**src/rtl/core/tlr_ram.sv**
```systemverilog
// ----------------------------------------------------------------------------
// Generic single-write, single-read RAM
// One write port and one read port with registered read data.
// ----------------------------------------------------------------------------
`default_nettype none

module tlr_ram #(
  parameter int WIDTH = 8,
  parameter int DEPTH = 256
) (
  input  wire logic                     clk,
  input  wire logic                     wr_en,
  input  wire logic [$clog2(DEPTH)-1:0] wr_addr,
  input  wire logic [WIDTH-1:0]         wr_data,
  input  wire logic [$clog2(DEPTH)-1:0] rd_addr,
  output logic [WIDTH-1:0]              rd_data
);

  logic [WIDTH-1:0] mem_r [DEPTH];

  always_ff @(posedge clk) begin
    if (wr_en) begin
      mem_r[wr_addr] <= wr_data;
    end
    rd_data <= mem_r[rd_addr];
  end

endmodule

`default_nettype wire

```
**config.mk**
```make
export PLATFORM = sky130hd
export DESIGN_NAME = tlr_ram
export DESIGN_NICKNAME = d
export VERILOG_FILES = /design/src/rtl/core/tlr_ram.sv
export SDC_FILE = /design/constraint.sdc
export NUM_CORES = 2
export LEC_CHECK = 0
export CAP_MARGIN = 20
export CORE_MARGIN = 1.5
export CORE_UTILIZATION = 45
export DETAILED_ROUTE_END_ITERATION = 7
export DONT_BUFFER_PORTS = 1
export MAX_ROUTING_LAYER = met4
export PLACE_DENSITY_LB_ADDON = 0.08
export SLEW_MARGIN = 20
export SYNTH_ARGS = -nofsm -noshare
export SYNTH_HDL_FRONTEND = slang
export SYNTH_SLANG_ARGS = --single-unit
```
**constraint.sdc**
```tcl
create_clock -name clk -period 4.9 [get_ports clk]
set_input_delay 0.49 -clock clk [delete_from_list [all_inputs] [get_ports clk]]
set_output_delay 0.49 -clock clk [all_outputs]
set_load 0.02 [all_outputs]
```
==> results.toml <==
[floorplanning]
fp.dieW_microns = 423
core_area_sq_um = 176000
die_area_sq_um = 179000
start_util = 0.452
dieHeight_microns = 423
io_pins = 34
num_rows = 154

[sta]
min_period_ns = 3.89
skew_ns = 0.0383
timing.final.crit_share = 0.793
finalHoldViolCount = 0
postLayoutSetupSlackWorst_ns = 1.01
max_freq_mhz = 257
worst_pin_slew_ns = 1.40
relSlewSlack = 0.0643
finalMaxSlewViolations = 0
finalSetupViolations = 0
final.setup.tns_ns = 0
rsz0062_at_grt = "false"

[synth]
synth_cell_types = 55
syn_nets = 3759
yosysWarnings = 0
syn_avg_cell_area_sq_um = 21.3
synthFlopType = "edfxtp_1"
synth_cells = 3733
ys_seq_area_frac = 0.775
async_flop_share = 0
syn_area_sq_um = 79600
synth_edf_count = 2048
ys_ff_latch = 2056

[critical_path]
r2r_end = "rd_data[2]$_DFF_P_"
regToRegSetupSlack_ns = 2.04
crit_fanout = 125
path_class = "in2reg"
rr_worst_depth = 5
worstPathArrival_ns = 4.54
cp-end-kind = "register"
worst_ep_required_time_ns = 5.55
critPathLaunchType = "input pin"
timing.rr.start = "mem_r[87][2]$_DFFE_PP_"

[power_and_ir_drop]
powerDensity_nw_per_um2 = 418
ir_drop_mv = 0.383
total_leakage_power_nw = 27.2
p_total_w = 0.0372

[routing]
drt-met1-wl_microns = 86200
vias = 38100
dr_wl_met2_microns = 104000
drc = 0
ant_nets = 0
highest_layer = "met4"
viasPerCell = 6.04
met3_wirelength_microns = 12500
wl_per_cell_microns = 32.8
routed_wl_microns = 207000
dr.first_iter.drc_count = 3925
drt_pre_antenna_iters = 7

[placement]
gp_congestion = 0.824
dpl.cell_count = 5881
hpwl_microns = 115000
port_buffers = 0
place_ws_ns = 1.31

[layout]
fin_util = 0.507
drive_above_1_share = 0.215
layoutNonFillerInstCount = 6299
nNetsFinal = 3806
synthToLayoutAreaGrowth_pct = 12.1
fill_cells = 13800

[grt]
grt_pass1_wl_microns = 295000
grt.total_usage = 0.239
grt_max_degree = 579
grt_pass1_vias = 39100
antenna_found_initial = 8
grt.overflow.total = 0

[clocking]
numCtsBuffers = 209
ctsRootBufferMaster = "clkbuf_16"
clkTransAtPathRegs_ns = 0.06
clock_path_buffers = 3
clkSinkCount = 2056
insertion_delay_ns = 0.85
h-tree-depth = 4
cts_resized = 0
cts_tree = "done"

[status]
status = "finished, final reports clean"

[min_path]
hold_depth = 1
hold_end = "mem_r[57][0]$_DFFE_PP_"
min_from = "wr_data[0]"
hp-class = "in2reg"

[flow_run]
maxCapViolCount = 0
==> routing by layer <==
layer / up-vias / global-route usage
li1: 15800 / -
met2: 1279 / 0.387
met3: 267 / 0.0347
met4: 0 / 0.0552
met1: 20700 / 0.324
met5: - / -
==> layout by cell type (no fill, tap or decap), drive strengths merged, types with 14 or more instances in the layout <==
master,count
nand3,34
a22oi,133
edfxtp,2048
o221ai,47
nand2,33
nor2b,31
buf,67
mux4,456
nor2,282
a21oi,96
nor3,22
bufinv,29
nor4,27
a211oi,16
o22ai,28
clkbuf,249
clkinv,100
mux2i,134
a221oi,14
==> worst max path at each step <==
stage                           start  depth (start not counted)                  to
3_5_place_dp               rd_addr[0]                          6  rd_data[7]$_DFF_P_
2_1_floorplan              rd_addr[0]                          9  rd_data[2]$_DFF_P_
6_report                   rd_addr[0]                          8  rd_data[7]$_DFF_P_
4_1_cts        mem_r[71][2]$_DFFE_PP_                          5  rd_data[2]$_DFF_P_
3_3_place_gp               rd_addr[1]                          6  rd_data[0]$_DFF_P_
5_1_grt                    rd_addr[0]                          8  rd_data[7]$_DFF_P_
==> through the flow <==
step | cell area [sq um] | hold WS, ns
global route | 89100 | 0.0305
floorplan | 79600 | 0.589
detailed placement | 81500 | 0.617
finish | 89200 | 0.0681
CTS | 88700 | 0.00323
global placement | 81400 | 0.617
==> sequential cells by signal (all words and copies together), names as in the netlist <==
register and flops:
mem_r 2048, rd_data 8
==> repair_timing <==
action,in CTS,in global routing
endpoints found under the setup margin,0,0
setup buffers,0,0
hold buffers,11,1
hold endpoints to repair,1999,5
==> synth_stat cells (22+ instances only) <==
cell | instances | share of area
nor2b_1 | 31 | 0.0024
o22ai_1 | 28 | 0.0022
buf_4 | 27 | 0.0025
edfxtp_1 | 2048 | 0.77
a21oi_1 | 96 | 0.0060
buf_2 | 31 | 0.0020
mux4_2 | 454 | 0.13
buf_1 | 22 | 0.0010
nand2_1 | 33 | 0.0016
a22oi_1 | 133 | 0.013
nor2_1 | 282 | 0.013
nor4_1 | 24 | 0.0019
clkbuf_1 | 111 | 0.0052
nand3_1 | 34 | 0.0021
o221ai_1 | 46 | 0.0051
mux2i_1 | 134 | 0.017
nor3_1 | 22 | 0.0014
==> critical path: stages <==
cell	delay [ns]
buf_16	0.60
buf_16	0.60
mux2i_1	0.38
o22ai_1	0.12
o21ai_0	0.44
nand3_1	0.30
nor4_1	0.92
nor4_1	0.14
==> power by group <==
part           internal (W)  leakage (nW)  switching (W)
clock               0.00948          3.38        0.00667
combinational      0.000580          5.34        0.00106
sequential           0.0194          18.5      0.0000571
total                0.0295          27.2        0.00779
==> cell families after synthesis <==
logic type	count (synthesis)	synth area share
mux	591	0.146
simple gates	466	0.0263
flops	2056	0.775
buf+inv	235	0.0183
compound gates	385	0.0342
==> area by class of cell <==
class                           instances  area, sq um  share of cell area
Tap cell                             2340         2930              0.0328
Timing Repair Buffer                   69         1040              0.0116
Sequential cell                      2056        61700               0.692
Clock buffer                          249         5490              0.0615
Multi-Input combinational cell       1442        16600               0.186
Clock inverter                        137         1470              0.0165
Antenna cell                            4         10.0            0.000112
Inverter                                2         7.51           0.0000842
No activity file was read; power rests on OpenSTA's default activity.
