--- src/rtl/core/tlr_pkg.sv ---
// ----------------------------------------------------------------------------
// Thick line rasterizer package
// Shared types and fixed widths for the rasterizer, its channels and its
// shared arithmetic unit.
// ----------------------------------------------------------------------------
`default_nettype none

package tlr_pkg;

  localparam int CRD_W = 16;
  localparam int DIF_W = 17;
  localparam int MAG_W = 16;
  localparam int TH_W  = 10;
  localparam int COL_W = 8;
  localparam int RXY_W = 9;
  localparam int ARG_W = 62;
  localparam int DVS_W = 32;
  localparam int QUO_W = 48;
  localparam int REM_W = 32;
  localparam int PT_W  = 32;
  localparam int NRM_W = 18;

  localparam int DIV_STEPS  = 48;
  localparam int SQRT_STEPS = 31;

  localparam logic [1:0] MODE_CENTER = 2'd0;
  localparam logic [1:0] MODE_SIDE   = 2'd1;
  localparam logic [1:0] MODE_ARROW  = 2'd2;
  localparam logic [1:0] MODE_READ   = 2'd3;

  localparam logic STATUS_DONE = 1'b0;
  localparam logic STATUS_SKIP = 1'b1;

  typedef struct packed {
    logic [1:0]              mode;
    logic signed [CRD_W-1:0] x_start;
    logic signed [CRD_W-1:0] y_start;
    logic signed [CRD_W-1:0] x_end;
    logic signed [CRD_W-1:0] y_end;
    logic [TH_W-1:0]         thickness;
    logic [COL_W-1:0]        color;
    logic [RXY_W-1:0]        read_x;
    logic [RXY_W-1:0]        read_y;
  } in_word_t;

  typedef struct packed {
    logic [COL_W-1:0] read_data;
    logic             status;
  } out_word_t;

  typedef enum logic {
    OP_DIV,
    OP_SQRT
  } arith_op_t;

  typedef struct packed {
    logic             start;
    arith_op_t        op;
    logic [ARG_W-1:0] a;
    logic [DVS_W-1:0] b;
  } arith_req_t;

  typedef struct packed {
    logic             done;
    logic [QUO_W-1:0] quo;
    logic [REM_W-1:0] rem;
  } arith_rsp_t;

  typedef enum logic [3:0] {
    ST_CLEAR,
    ST_IDLE,
    ST_SETUP,
    ST_SQRT,
    ST_DIV_NX,
    ST_DIV_NY,
    ST_DIV_SX,
    ST_DIV_SY,
    ST_DIV_T,
    ST_ROW,
    ST_SAMPLE,
    ST_DRAIN,
    ST_READ,
    ST_READ_WAIT,
    ST_FIN
  } state_t;

endpackage

`default_nettype wire

--- src/rtl/core/tlr_arith.sv ---
// ----------------------------------------------------------------------------
// Shared divide and square root unit
// Restoring division of a 48-bit dividend by a 32-bit divisor, one quotient
// bit per cycle, or integer square root of a 62-bit radicand, one root bit
// per cycle. Both share one compare-and-subtract.
// ----------------------------------------------------------------------------
`default_nettype none

module tlr_arith (
  input  wire logic                clk,
  input  wire logic                rst_n,
  input  wire tlr_pkg::arith_req_t req,
  output tlr_pkg::arith_rsp_t      rsp
);

  import tlr_pkg::*;

  logic             busy_r;
  logic             done_r;
  arith_op_t        op_r;
  logic [5:0]       cnt_r;
  logic [ARG_W-1:0] acc_r;
  logic [DVS_W-1:0] b_r;
  logic [QUO_W-1:0] quo_r;
  logic [REM_W-1:0] rem_r;

  logic [33:0] trial;
  logic [33:0] sub;
  logic [33:0] diff;
  logic        fits;
  logic        last;

  always_comb begin
    unique case (op_r)
      OP_SQRT: begin
        trial = {rem_r[31:0], acc_r[ARG_W-1 -: 2]};
        sub   = {1'b0, quo_r[30:0], 2'b01};
      end
      default: begin
        trial = {1'b0, rem_r[31:0], acc_r[QUO_W-1]};
        sub   = {2'b00, b_r};
      end
    endcase
    diff = trial - sub;
    fits = !diff[33];
    last = (op_r == OP_SQRT) ? (cnt_r == 6'(SQRT_STEPS - 1)) : (cnt_r == 6'(DIV_STEPS - 1));
  end

  always_ff @(posedge clk) begin
    if (!rst_n) begin
      busy_r <= 1'b0;
      done_r <= 1'b0;
    end else begin
      done_r <= busy_r && last;
      if (req.start) begin
        busy_r <= 1'b1;
      end else if (busy_r && last) begin
        busy_r <= 1'b0;
      end
    end
  end

  always_ff @(posedge clk) begin
    if (req.start) begin
      op_r  <= req.op;
      acc_r <= req.a;
      b_r   <= req.b;
      cnt_r <= '0;
      quo_r <= '0;
      rem_r <= '0;
    end else if (busy_r) begin
      cnt_r <= cnt_r + 6'd1;
      quo_r <= {quo_r[QUO_W-2:0], fits};
      rem_r <= fits ? diff[REM_W-1:0] : trial[REM_W-1:0];
      acc_r <= (op_r == OP_SQRT) ? {acc_r[ARG_W-3:0], 2'b00} : {acc_r[ARG_W-2:0], 1'b0};
    end
  end

  assign rsp.done = done_r;
  assign rsp.quo  = quo_r;
  assign rsp.rem  = rem_r;

endmodule

`default_nettype wire

--- config.mk ---
export PLATFORM = sky130hd
export DESIGN_NAME = tlr_arith
export DESIGN_NICKNAME = d
export VERILOG_FILES = /design/src/rtl/core/tlr_pkg.sv /design/src/rtl/core/tlr_arith.sv
export SDC_FILE = /design/constraint.sdc
export NUM_CORES = 1
export LEC_CHECK = 0
export ABC_AREA = 1
export ABC_CLOCK_PERIOD_IN_PS = 4400
export BUFFER_PORTS_ARGS = -buffer_cell sky130_fd_sc_hd__buf_4
export CORE_MARGIN = 1
export CORE_UTILIZATION = 40
export CTS_BUF_LIST = sky130_fd_sc_hd__clkbuf_8
export DETAILED_ROUTE_END_ITERATION = 8
export HOLD_SLACK_MARGIN = 0.15
export SETUP_SLACK_MARGIN = 0.3
export SLEW_MARGIN = 10
export SYNTH_ARGS = -nofsm -noshare
export SYNTH_HDL_FRONTEND = slang
export SYNTH_SLANG_ARGS = --single-unit
export TNS_END_PERCENT = 10
--- constraint.sdc ---
create_clock -name clk -period 4.4 [get_ports clk]
set_input_delay 0.66 -clock clk [delete_from_list [all_inputs] [get_ports clk]]
set_output_delay 0.66 -clock clk [all_outputs]
set_load 0.01 [all_outputs]
==> results.cfg <==
[status]
outcome = finished, violations left
violations = design-rule violations

[setup_path]
end_kind = flip-flop
cp_slowest_stage_delay_ns = 0.54
critical-path-slowest-cell = inv_2
startpoint = op_r
crit_path_cell_trace = inv_2 > o21ai_0 > ha_1 > nand2_1 > inv_1 > nand2_1 > nand3_1 > nand2_1 > nand2_2 > a21oi_4 > nand3_2 > nand2_4 > nand3_1 > nand3_1 > nand2_1 > inv_1
r2r_start = op_r
rr_endpoint = rem_r[11]
required_ns = 4.82
critPathMaxFanout = 36
criticalPathCategory = reg2reg
ff2ff_path_depth = 16
cp_top_family = simple AND/OR/NAND/NOR gates
critPathArrivalTime_ns = 4.11
critPathMostFrequentCell = nand2_1
start_kind = flip-flop
regToRegSetupSlack_ns = 0.72
cp.buffers_inverters = 3

[synth]
ys_warn_count = 0
synth_nets = 1618
syn-cell-area_sq_um = 10800
avgSynthCellArea_sq_um = 7.28
ys_seq_area_frac = 0.427
syn_inst = 1485
synth_cell_types = 40
ys_ff_latch = 183

[cts]
cts_max_path_buffers = 2
h-tree-depth = 4
cts_tree = yes
cts-resized-gates = 0
clkSlewWorstSetupHoldPaths_ns = 0.13
numCtsBuffers = 17
cts_root_buffer = clkbuf_8
worstSkewPairLatency_ns = 0.49
cts_hold_buf = 0
post_cts_buffers = 0
cts.sinks = 183

[pwr]
ir_worst_vdd_v = 0.000230
p_total_uw = 3830
p_leak_uw = 0.00602
power_density_nw_per_um2 = 299

[layout]
nNetsFinal = 1754
area_delta_synth_final_pct = 18.4
design_area_sq_um = 12800
drive_gt1_frac = 0.170
fillCellCount = 2738
antenna_cells = 0

[sta]
hold_violations = 0
fin_crit_sh = 0.837
relSlewSlack = 0.267
drv_slew = 0
hold_ws_ns = 0.337
setup_slack_ns = 0.715
finalSetupViolCount = 0
fin_tns_setup_ns = 0
finClkSkew_ns = 0.0269
fmaxAchievable_mhz = 271
rsz0062_at_grt = no
finalCriticalPeriod_ns = 3.68
tightest_slew_ns = 1.10

[flow_run]
maxCapViolCount = 0

[place]
post_dp_cell_area_sq_um = 12400
io_buffers = 178
dpl.hpwl_mm = 23.0
gp_congestion = 1.00
pre_cts_ws_ns = 0.774

[grt]
grt_pass1_vias = 9723
antenna_found_initial = 1
grt_overflow = 0
grt_max_degree = 159
track_usage = 0.231
grt_pass1_wl_mm = 50.8

[detailed_routing]
wl_per_cell_um = 16.2
ant_nets = 0
first_pass_iters = 7
route.detailed.drc = 4
first_iter_violations = 600
viasPerCell = 5.14
vias = 10100
wirelength_mm = 31.9

[floorplan]
boundaryPins = 179
die_area_sq_um = 27700
rows = 59
dieWidth_um = 166
dieHeight_um = 166
start_util = 0.411
coreArea_sq_um = 26300

[hold_path]
min_to = b_r[10]
hold_start = req[10]
min_path_type = in2reg
min_path_cells = 1
-- final cells by class --
type | count | area (sq um) | area share
multi-input cells | 1014 | 5090 | 0.397
clock inverters | 15 | 199 | 0.0155
well taps | 335 | 419 | 0.0327
inverters | 215 | 807 | 0.0630
repair buffers | 190 | 1440 | 0.112
flip-flops and latches | 183 | 4620 | 0.361
clock buffers | 17 | 234 | 0.0183
-- worst max path at each step --
stage               cells after the start        end  slack [ns]
floorplan                               3   acc_r[0]        1.24
global placement                       16   rem_r[6]        0.84
detailed placement                     16  rem_r[31]        0.77
CTS                                    16  rem_r[11]        0.71
global route                           16  rem_r[13]        0.42
finish                                 16  rem_r[11]        0.72
-- sequential cells by signal, summed over array words and instances, names as in the netlist --
register,cells
rem_r,32
busy_r,1
quo_r,48
b_r,32
op_r,1
cnt_r,6
done_r,1
acc_r,62
-- power breakdown --
group / total (uW) / switching (uW) / internal (uW)
clock: 1250 / 760 / 494
sequential: 1950 / 42.8 / 1910
combinational: 629 / 415 / 214
total: 3830 / 1220 / 2620
-- synthesized netlist by cell type (all sizes together) --
| cell | instances | area share |
|---|---|---|
| nand2 | 418 | 0.15 |
| inv | 215 | 0.075 |
| a21oi | 143 | 0.068 |
| nor2 | 116 | 0.043 |
| nand3 | 97 | 0.051 |
| edfxtp | 95 | 0.26 |
| dfxtp | 88 | 0.16 |
| o21ai | 77 | 0.036 |
| clkbuf | 53 | 0.018 |
| o22ai | 48 | 0.028 |
| nand4 | 41 | 0.024 |
| ha | 34 | 0.039 |
| buf | 20 | 0.010 |
| xor2 | 13 | 0.011 |
| nor3 | 9 | 0.0051 |
| a31oi | 3 | 0.0017 |
| or2 | 3 | 0.0017 |
| a21boi | 2 | 0.0014 |
| nor4 | 2 | 0.0025 |
| o21bai | 2 | 0.0014 |
| xnor2 | 2 | 0.0016 |
| a21o | 1 | 0.00069 |
| fa | 1 | 0.0019 |
| o211ai | 1 | 0.00069 |
| o21a | 1 | 0.00069 |
-- metrics by stage --
stage,util,cells
floorplan,-,1485
global placement,0.471,1937
detailed placement,0.471,1937
CTS,0.487,1969
global route,0.487,1969
finish,0.487,1969
-- routing by layer --
layer,vias up,part of all wire,GRT usage
met5,-,0.00038,0
met3,29,0.055,0.0391
met2,271,0.49,0.395
met4,2,0.015,0.0640
met1,4674,0.44,0.301
li1,5145,-,-
-- cell usage in the layout (no fill, tap or decap), types with 3 or more instances in the layout --
cell	n
ha_1	34
nand3_1	86
o22ai_1	48
xor2_1	13
inv_1	204
clkbuf_8	17
nand2_4	6
a31oi_1	3
nand4_1	41
nor3_1	7
a21oi_2	3
o21ai_1	5
clkinv_8	5
nor2_1	111
o21ai_0	72
dfxtp_1	87
or2_2	3
buf_4	189
inv_6	5
nor2_4	3
inv_2	10
edfxtp_1	95
nand2_2	13
nand2_1	399
nand3_2	10
a21oi_1	139
-- logic make-up (layout without fill, tap and decap cells) --
family,after synthesis,in the layout,share of synthesized area
compound gates,278,278,0.138
xor+xnor,15,15,0.0122
fa+ha+maj,35,35,0.0412
buf+inv,288,437,0.103
flops,183,183,0.427
simple gates,686,686,0.278
Power figures use the tool's default switching activity.
